**src/hw/rtl/occupancy_sitting_time_monitor_assert.svh**
```systemverilog
// Assertion macros for the occupancy sitting-time monitor.
`ifndef OCCUPANCY_SITTING_TIME_MONITOR_ASSERT_SVH
`define OCCUPANCY_SITTING_TIME_MONITOR_ASSERT_SVH

// Same-cycle implication, checked out of reset.
`define OSTM_ASSERT_NOW(label, ante, cons) \
    label: assert property (@(posedge aclk) disable iff (!aresetn) (ante) |-> (cons)) \
        else $error("occupancy monitor check failed");

// Next-cycle implication, checked out of reset.
`define OSTM_ASSERT_NEXT(label, ante, cons) \
    label: assert property (@(posedge aclk) disable iff (!aresetn) (ante) |=> (cons)) \
        else $error("occupancy monitor check failed");

`endif

```
**src/hw/rtl/ostm_pkg.sv**
```systemverilog
// Types and constants shared by the occupancy sitting-time monitor.
package ostm_pkg;

    typedef enum logic [1:0] {
        MODE_NONE    = 2'd0,
        MODE_SITTING = 2'd1,
        MODE_LONG    = 2'd2
    } mode_t;

    typedef enum logic [1:0] {
        FUNC_SAMPLE       = 2'd0,
        FUNC_TAKE_CHANGED = 2'd1,
        FUNC_TAKE_REPORT  = 2'd2
    } func_t;

    typedef enum logic [1:0] {
        CFG_PRESENCE_CONFIRM = 2'd0,
        CFG_ABSENCE_CONFIRM  = 2'd1,
        CFG_SITTING_LIMIT    = 2'd2,
        CFG_REPORT_INTERVAL  = 2'd3
    } cfg_index_t;

    localparam int RUN_W   = 16;
    localparam int COUNT_W = 32;
    localparam int CFG_W   = 32;

    localparam logic [RUN_W-1:0]   PRESENCE_CONFIRM_RST = 16'd3;
    localparam logic [RUN_W-1:0]   ABSENCE_CONFIRM_RST  = 16'd5;
    localparam logic [COUNT_W-1:0] SITTING_LIMIT_RST    = 32'd1800;
    localparam logic [COUNT_W-1:0] REPORT_INTERVAL_RST  = 32'd60;
    localparam logic [COUNT_W-1:0] COUNT_SAT            = 32'hFFFF_FFFF;

endpackage

```
**src/hw/rtl/occupancy_sitting_time_monitor.sv**
```systemverilog
// Occupancy sitting-time monitor: presence debounce, sitting timer and sticky flags.
//
//  channel | ports              | handshake       | payload
//  --------+--------------------+-----------------+------------------------------------
//  input   | s_*                | s_valid/s_ready | s_func, s_present_sample
//  result  | m_*                | m_valid/m_ready | state, occupied, alarm, seconds, flag
//  config  | cfg_*              | cfg_we          | cfg_index, cfg_wdata
//
// One item per cycle sustained unless the result stalls; each item goes from the input
// register through one pass of compare/increment logic into the result register.
// Synchronous active-low reset returns valid, state and config registers to defaults.
// A stalled result holds in the output register while one more item waits in the
// input register; s_ready drops only when both are full.
module occupancy_sitting_time_monitor (
    input  logic        aclk,
    input  logic        aresetn,

    input  logic        s_valid,
    output logic        s_ready,
    input  logic [1:0]  s_func,
    input  logic        s_present_sample,

    output logic        m_valid,
    input  logic        m_ready,
    output logic [1:0]  m_occupancy_state,
    output logic        m_occupied,
    output logic        m_alarm_on,
    output logic [31:0] m_seconds_sitting,
    output logic        m_taken_flag,

    input  logic        cfg_we,
    input  logic [1:0]  cfg_index,
    input  logic [31:0] cfg_wdata
);

    // Configuration
    logic [ostm_pkg::RUN_W-1:0]   presence_confirm_reg;
    logic [ostm_pkg::RUN_W-1:0]   absence_confirm_reg;
    logic [ostm_pkg::COUNT_W-1:0] sitting_limit_reg;
    logic [ostm_pkg::COUNT_W-1:0] report_interval_reg;

    // Input stage
    logic                in_valid_reg;
    ostm_pkg::func_t     in_func_reg;
    logic                in_sample_reg;

    // Monitor state
    ostm_pkg::mode_t              mode_reg, mode_next;
    logic                         present_reg, present_next;
    logic                         alarm_reg, alarm_next;
    logic [ostm_pkg::RUN_W-1:0]   presence_run_reg, presence_run_next;
    logic [ostm_pkg::RUN_W-1:0]   absence_run_reg, absence_run_next;
    logic [ostm_pkg::COUNT_W-1:0] sitting_reg, sitting_next;
    logic [ostm_pkg::COUNT_W-1:0] report_reg, report_next;
    logic                         changed_reg, changed_next;
    logic                         taken_next;

    // Result stage
    logic                         out_valid_reg;
    ostm_pkg::mode_t              out_mode_reg;
    logic                         out_occupied_reg;
    logic                         out_alarm_reg;
    logic [ostm_pkg::COUNT_W-1:0] out_seconds_reg;
    logic                         out_taken_reg;

    logic advance;

    assign advance = in_valid_reg && (!out_valid_reg || m_ready);
    assign s_ready = !in_valid_reg || advance;

    always_ff @(posedge aclk) begin
        if (!aresetn) begin
            presence_confirm_reg <= ostm_pkg::PRESENCE_CONFIRM_RST;
            absence_confirm_reg  <= ostm_pkg::ABSENCE_CONFIRM_RST;
            sitting_limit_reg    <= ostm_pkg::SITTING_LIMIT_RST;
            report_interval_reg  <= ostm_pkg::REPORT_INTERVAL_RST;
        end else if (cfg_we) begin
            case (ostm_pkg::cfg_index_t'(cfg_index))
                ostm_pkg::CFG_PRESENCE_CONFIRM: begin
                    presence_confirm_reg <= cfg_wdata[ostm_pkg::RUN_W-1:0];
                end
                ostm_pkg::CFG_ABSENCE_CONFIRM: begin
                    absence_confirm_reg <= cfg_wdata[ostm_pkg::RUN_W-1:0];
                end
                ostm_pkg::CFG_SITTING_LIMIT: begin
                    sitting_limit_reg <= cfg_wdata;
                end
                ostm_pkg::CFG_REPORT_INTERVAL: begin
                    report_interval_reg <= cfg_wdata;
                end
                default: begin
                end
            endcase
        end
    end

    always_ff @(posedge aclk) begin
        if (!aresetn) begin
            in_valid_reg <= 1'b0;
        end else if (s_valid && s_ready) begin
            in_valid_reg <= 1'b1;
        end else if (advance) begin
            in_valid_reg <= 1'b0;
        end
    end

    always_ff @(posedge aclk) begin
        if (s_valid && s_ready) begin
            in_func_reg   <= ostm_pkg::func_t'(s_func);
            in_sample_reg <= s_present_sample;
        end
    end

    always_comb begin
        mode_next         = mode_reg;
        present_next      = present_reg;
        alarm_next        = alarm_reg;
        presence_run_next = presence_run_reg;
        absence_run_next  = absence_run_reg;
        sitting_next      = sitting_reg;
        report_next       = report_reg;
        changed_next      = changed_reg;
        taken_next        = 1'b0;
        case (in_func_reg)
            ostm_pkg::FUNC_SAMPLE: begin
                if (in_sample_reg) begin
                    absence_run_next = '0;
                    if (presence_run_reg < presence_confirm_reg) begin
                        presence_run_next = presence_run_reg + 16'd1;
                    end
                    if (!present_reg && presence_run_next >= presence_confirm_reg) begin
                        present_next = 1'b1;
                        sitting_next = '0;
                        report_next  = '0;
                        alarm_next   = 1'b0;
                        mode_next    = ostm_pkg::MODE_SITTING;
                        changed_next = 1'b1;
                    end
                end else begin
                    presence_run_next = '0;
                    if (absence_run_reg < absence_confirm_reg) begin
                        absence_run_next = absence_run_reg + 16'd1;
                    end
                    if (present_reg && absence_run_next >= absence_confirm_reg) begin
                        present_next = 1'b0;
                        sitting_next = '0;
                        report_next  = '0;
                        alarm_next   = 1'b0;
                        mode_next    = ostm_pkg::MODE_NONE;
                        changed_next = 1'b1;
                    end
                end
                // Count the second only while presence is confirmed
                if (present_next) begin
                    if (sitting_next != ostm_pkg::COUNT_SAT) begin
                        sitting_next = sitting_next + 32'd1;
                    end
                    if (report_next != ostm_pkg::COUNT_SAT) begin
                        report_next = report_next + 32'd1;
                    end
                    if (!alarm_next && sitting_next >= sitting_limit_reg) begin
                        alarm_next   = 1'b1;
                        mode_next    = ostm_pkg::MODE_LONG;
                        changed_next = 1'b1;
                    end
                end
            end
            ostm_pkg::FUNC_TAKE_CHANGED: begin
                taken_next   = changed_reg;
                changed_next = 1'b0;
            end
            ostm_pkg::FUNC_TAKE_REPORT: begin
                if (report_reg >= report_interval_reg) begin
                    report_next = '0;
                    taken_next  = 1'b1;
                end
            end
            default: begin
            end
        endcase
    end

    always_ff @(posedge aclk) begin
        if (!aresetn) begin
            mode_reg         <= ostm_pkg::MODE_NONE;
            present_reg      <= 1'b0;
            alarm_reg        <= 1'b0;
            presence_run_reg <= '0;
            absence_run_reg  <= '0;
            sitting_reg      <= '0;
            report_reg       <= '0;
            changed_reg      <= 1'b0;
        end else if (advance) begin
            mode_reg         <= mode_next;
            present_reg      <= present_next;
            alarm_reg        <= alarm_next;
            presence_run_reg <= presence_run_next;
            absence_run_reg  <= absence_run_next;
            sitting_reg      <= sitting_next;
            report_reg       <= report_next;
            changed_reg      <= changed_next;
        end
    end

    always_ff @(posedge aclk) begin
        if (!aresetn) begin
            out_valid_reg <= 1'b0;
        end else if (advance) begin
            out_valid_reg <= 1'b1;
        end else if (m_ready) begin
            out_valid_reg <= 1'b0;
        end
    end

    always_ff @(posedge aclk) begin
        if (advance) begin
            out_mode_reg     <= mode_next;
            out_occupied_reg <= present_next;
            out_alarm_reg    <= alarm_next;
            out_seconds_reg  <= sitting_next;
            out_taken_reg    <= taken_next;
        end
    end

    assign m_valid           = out_valid_reg;
    assign m_occupancy_state = out_mode_reg;
    assign m_occupied        = out_occupied_reg;
    assign m_alarm_on        = out_alarm_reg;
    assign m_seconds_sitting = out_seconds_reg;
    assign m_taken_flag      = out_taken_reg;

`include "occupancy_sitting_time_monitor_assert.svh"

    `OSTM_ASSERT_NOW(a_alarm_needs_presence, alarm_reg, present_reg)
    `OSTM_ASSERT_NOW(a_long_mode_matches_alarm, 1'b1, (mode_reg == ostm_pkg::MODE_LONG) == alarm_reg)
    `OSTM_ASSERT_NOW(a_idle_timers_clear, !present_reg, (sitting_reg == '0) && (report_reg == '0))
    `OSTM_ASSERT_NEXT(a_presence_change_flags, advance && (present_next != present_reg), changed_reg)

endmodule

```
**config.mk**
```make
export PLATFORM = sky130hd
export DESIGN_NAME = occupancy_sitting_time_monitor
export DESIGN_NICKNAME = d
export VERILOG_FILES = /design/src/hw/rtl/ostm_pkg.sv /design/src/hw/rtl/occupancy_sitting_time_monitor.sv
export VERILOG_INCLUDE_DIRS = /design/src /design/src/hw/rtl
export SDC_FILE = /design/constraint.sdc
export NUM_CORES = 1
export LEC_CHECK = 0
export BUFFER_PORTS_ARGS = -buffer_cell sky130_fd_sc_hd__buf_2
export CELL_PAD_IN_SITES_DETAIL_PLACEMENT = 0
export CELL_PAD_IN_SITES_GLOBAL_PLACEMENT = 1
export CORE_MARGIN = 2
export CORE_UTILIZATION = 50
export CTS_CLUSTER_DIAMETER = 60
export CTS_CLUSTER_SIZE = 24
export DETAILED_ROUTE_END_ITERATION = 8
export GPL_TIMING_DRIVEN = 0
export HOLD_SLACK_MARGIN = 0.02
export PLACE_DENSITY = 0.82
export SETUP_SLACK_MARGIN = 0.3
export SLEW_MARGIN = 20
export SYNTH_ARGS = -nofsm -noshare
export SYNTH_HDL_FRONTEND = slang
export SYNTH_SLANG_ARGS = --single-unit
```
**constraint.sdc**
```tcl
create_clock -name aclk -period 20.1 [get_ports aclk]
set_input_delay 1.005 -clock aclk [delete_from_list [all_inputs] [get_ports aclk]]
set_output_delay 1.005 -clock aclk [all_outputs]
set_load 0.01 [all_outputs]
```
==> flow_summary_export.csv <==
group,metric,value,unit
run_status,run_status,"complete, no violations",
clocking,cts.sinks,239,
timing,finalHoldViolations,0,
timing,clock_skew,0.0274,ns
floorplan,io_pins,81,
placement,pre_cts_slack,9.56,ns
hold_path,hp-start,"sitting_limit_reg[12]$_SDFFE_PN0P_",
cells_and_area,drive_gt1_share,8.90,%
clocking,cts_tree,"yes",
power,peakVddDrop,0.0600,mV
timing,rsz0062_at_grt,"no",
cells_and_area,fin_util,56.8,%
cells_and_area,nets,2199,
yosys,yosysTopAreaCell,"dfxtp_1",
clocking,h-tree-depth,1,
grt,grt_max_degree,28,
run,maxCapViolations,0,
yosys,synth.area.top_cells,"dfxtp_1, ha_1, nand2_1",
power,p_comb_share,8.2,%
route,drtPass1Iterations,6,
route,drc_errors,0,
yosys,ys_seq_elements,239,
clocking,cts_resized,0,
timing,final-setup-viol-count,0,
grt,grt_pass1_vias,13000,
floorplan,floorplan.initialDensity,50.6,%
yosys,netlist_area,14900,um^2
timing,tns,0,ns
power,seqPwrFrac,45.7,%
floorplan,rows,63,
yosys,synth_edf_count,40,
setup_path,worstPathArrival,11.16,ns
setup_path,crit_start,"absence_confirm_reg[1]$_SDFFE_PN0P_",
route,drt_wl_total,48500,um
timing,layout_setup_ws,9.40,ns
yosys,ys.flop_type,"dfxtp_1",
route,vias,14300,
yosys,synthCells,1916,
grt,antenna_found_initial,2,
yosys,synthDistinctLibCells,79,
floorplan,core_area,29500,um^2
clocking,clock_path_buffers,3,
setup_path,reg2reg_slack,9.40,ns
setup_path,critPathTopFamily,"compound AO/OA/AOI/OAI gates",
power,swShare,27.7,%
yosys,yosys_warnings,0,
power,leakagePower,6.57,nW
clocking,postCtsHoldBufs,0,
power,power_frac_clock,46.1,%
setup_path,r2r-start,"absence_confirm_reg[1]$_SDFFE_PN0P_",
timing,layout_min_cycle_time,10.70,ns
route,postRouteAntennaNets,0,
power,p_int,795,uW
setup_path,end_kind,"flop",
placement,port_buffers,79,
setup_path,slowest_stage,"nor3_1",
yosys,synth_nets,2091,
cells_and_area,design_area,16700,um^2
setup_path,cp_num_buf_inv,6,
route,drt-initial-drc-count,1482,
hold_path,min_to,"sitting_limit_reg[12]$_SDFFE_PN0P_",
grt,overflow,0,
cells_and_area,area_growth,12.3,%
timing,slew-limit-headroom,18.9,%
grt,grt_pass1_wl,74500,um
setup_path,slowest_delay,0.69,ns
yosys,netlist.area_leader.share,26.7,%
hold_path,hold_depth,2,
setup_path,timing.rr.end,"changed_reg$_SDFFE_PN0P_",
cells_and_area,diodes,0,
timing,report.final.slew_viol_count,0,
setup_path,cp_max_fo,10,
yosys,async_flop_share,0,%
clocking,insertion_delay,0.56,ns
placement,place_area,15800,um^2
clocking,cts_made_buffers,26,
timing,timing.final.crit_share,53.2,%
route,vias_per_cell,5.88,
setup_path,critPathKind,"reg -> reg",
clocking,clk_pin_slew,0.07,ns
power,power_density,65.7,nW/um^2
power,switchingPower,304,uW
setup_path,rr_worst_depth,37,
placement,hpwl,36200,um
yosys,avgSynthCellArea,7.78,um^2
setup_path,required,20.56,ns
timing,fmax,93.4,MHz
clocking,post-cts-setup-buffers,0,
floorplan,die_y,177,um
floorplan,dieArea,31200,um^2
placement,routabilityCongestion,0.955,
floorplan,die-width,177,um
cells_and_area,nFillCells,2830,
timing,worstMarginPinSlew,1.21,ns
hold_path,min_path_type,"reg -> reg",
grt,track_usage,30.9,%
yosys,seq_area_frac_synth,34.8,%
clocking,cts_root_buf,"clkbuf_16",
setup_path,worst_setup_path_start_kind,"flop",
route,wire_per_inst,19.9,um
[layout make-up]
| cell class | count | area (um^2) | share of cell area [%] |
|---|---|---|---|
| repair buffers | 80 | 423 | 2.53 |
| clock inverters | 19 | 226 | 1.35 |
| multi-input cells | 1441 | 8780 | 52.5 |
| clock buffers | 29 | 683 | 4.08 |
| flip-flops and latches | 239 | 5180 | 31.0 |
| plain buffers | 123 | 529 | 3.16 |
| inverters | 113 | 424 | 2.53 |
| well taps | 390 | 488 | 2.92 |
[power groups by stage]
stage,sequential [mW],combinational (mW),clock [mW]
6_report,0.502,0.0906,0.507
3_5_place_dp,0.513,0.0889,0
3_3_place_gp,0.513,0.0872,0
4_1_cts,0.502,0.0895,0.514
2_1_floorplan,0.514,0.0489,0
5_1_grt,0.503,0.0986,0.532
[per-layer routing]
| metal | part of all wire [%] | vias up | track usage (%) |
|---|---|---|---|
| met4 | 3.4 | 0 | 10.1 |
| met1 | 46 | 6620 | 44.9 |
| met2 | 43 | 570 | 47.4 |
| met3 | 7.5 | 106 | 3.87 |
| li1 | - | 7027 | - |
| met5 | 0 | - | 0 |
[worst max path at each step]
stage / endpoint / slack (ns) / depth (start not counted)
floorplan: m_occupancy_state[0]$_DFFE_PP_ / 12.27 / 36
global placement: changed_reg$_SDFFE_PN0P_ / 9.56 / 37
detailed placement: changed_reg$_SDFFE_PN0P_ / 9.56 / 37
CTS: changed_reg$_SDFFE_PN0P_ / 9.53 / 37
global route: changed_reg$_SDFFE_PN0P_ / 8.69 / 37
finish: changed_reg$_SDFFE_PN0P_ / 9.40 / 37
[worst reg2reg max path, delay by kind of cell, from the launching register on]
kind	cells	cell delay, ns
flops	1	0.39
fa+ha+maj	4	1.08
xor+xnor	1	0.17
simple gates	9	2.69
compound gates	16	3.95
mux	1	0.40
buf+inv	6	1.95
[cell usage after synthesis, types with 14 or more instances]
| cell type | instances |
|---|---|
| clkbuf_1 | 82 |
| nand4_1 | 46 |
| and3_1 | 23 |
| edfxtp_1 | 40 |
| o21ai_0 | 125 |
| o211ai_1 | 23 |
| and2_1 | 14 |
| nand3_1 | 66 |
| a31oi_1 | 37 |
| inv_1 | 113 |
| buf_2 | 23 |
| ha_1 | 133 |
| dfxtp_1 | 199 |
| nor3_1 | 27 |
| xor2_1 | 26 |
| nand2_1 | 344 |
| xnor2_1 | 36 |
| a21o_1 | 31 |
| nor2_1 | 113 |
| a21oi_1 | 201 |
[per-stage QoR]
| step | power [mW] | std cells | hold slack [ns] |
|---|---|---|---|
| global placement | 0.600 | 2385 | 0.442 |
| global route | 1.13 | 2434 | 0.472 |
| finish | 1.10 | 2434 | 0.454 |
| CTS | 1.11 | 2434 | 0.458 |
| detailed placement | 0.602 | 2386 | 0.449 |
| floorplan | 0.563 | 1916 | 0.436 |
[cell usage in the layout, fill, tap and decap left out, types with 37 or more instances in the layout]
cell / instances
ha_1: 133
nand2_1: 344
nand4_1: 46
nor2_1: 113
edfxtp_1: 40
inv_1: 113
buf_2: 102
nand3_1: 66
a31oi_1: 37
dfxtp_1: 199
clkbuf_1: 84
a21oi_1: 201
o21ai_0: 125
[kinds of logic (layout without fill, tap and decap cells)]
logic type                 Yosys count  in the layout  share of synthesized area (%)
AOI/OAI and AO/OA                  516            516                           21.0
xor gates and xnor gates            62             62                           3.64
adders and majority gates          133            133                           11.2
buffers and inverters              236            364                           6.39
DFF                                239            239                           34.8
muxes                                4              4                          0.294
and+or+nand+nor                    726            726                           22.8
Power figures use the tool's default switching activity.
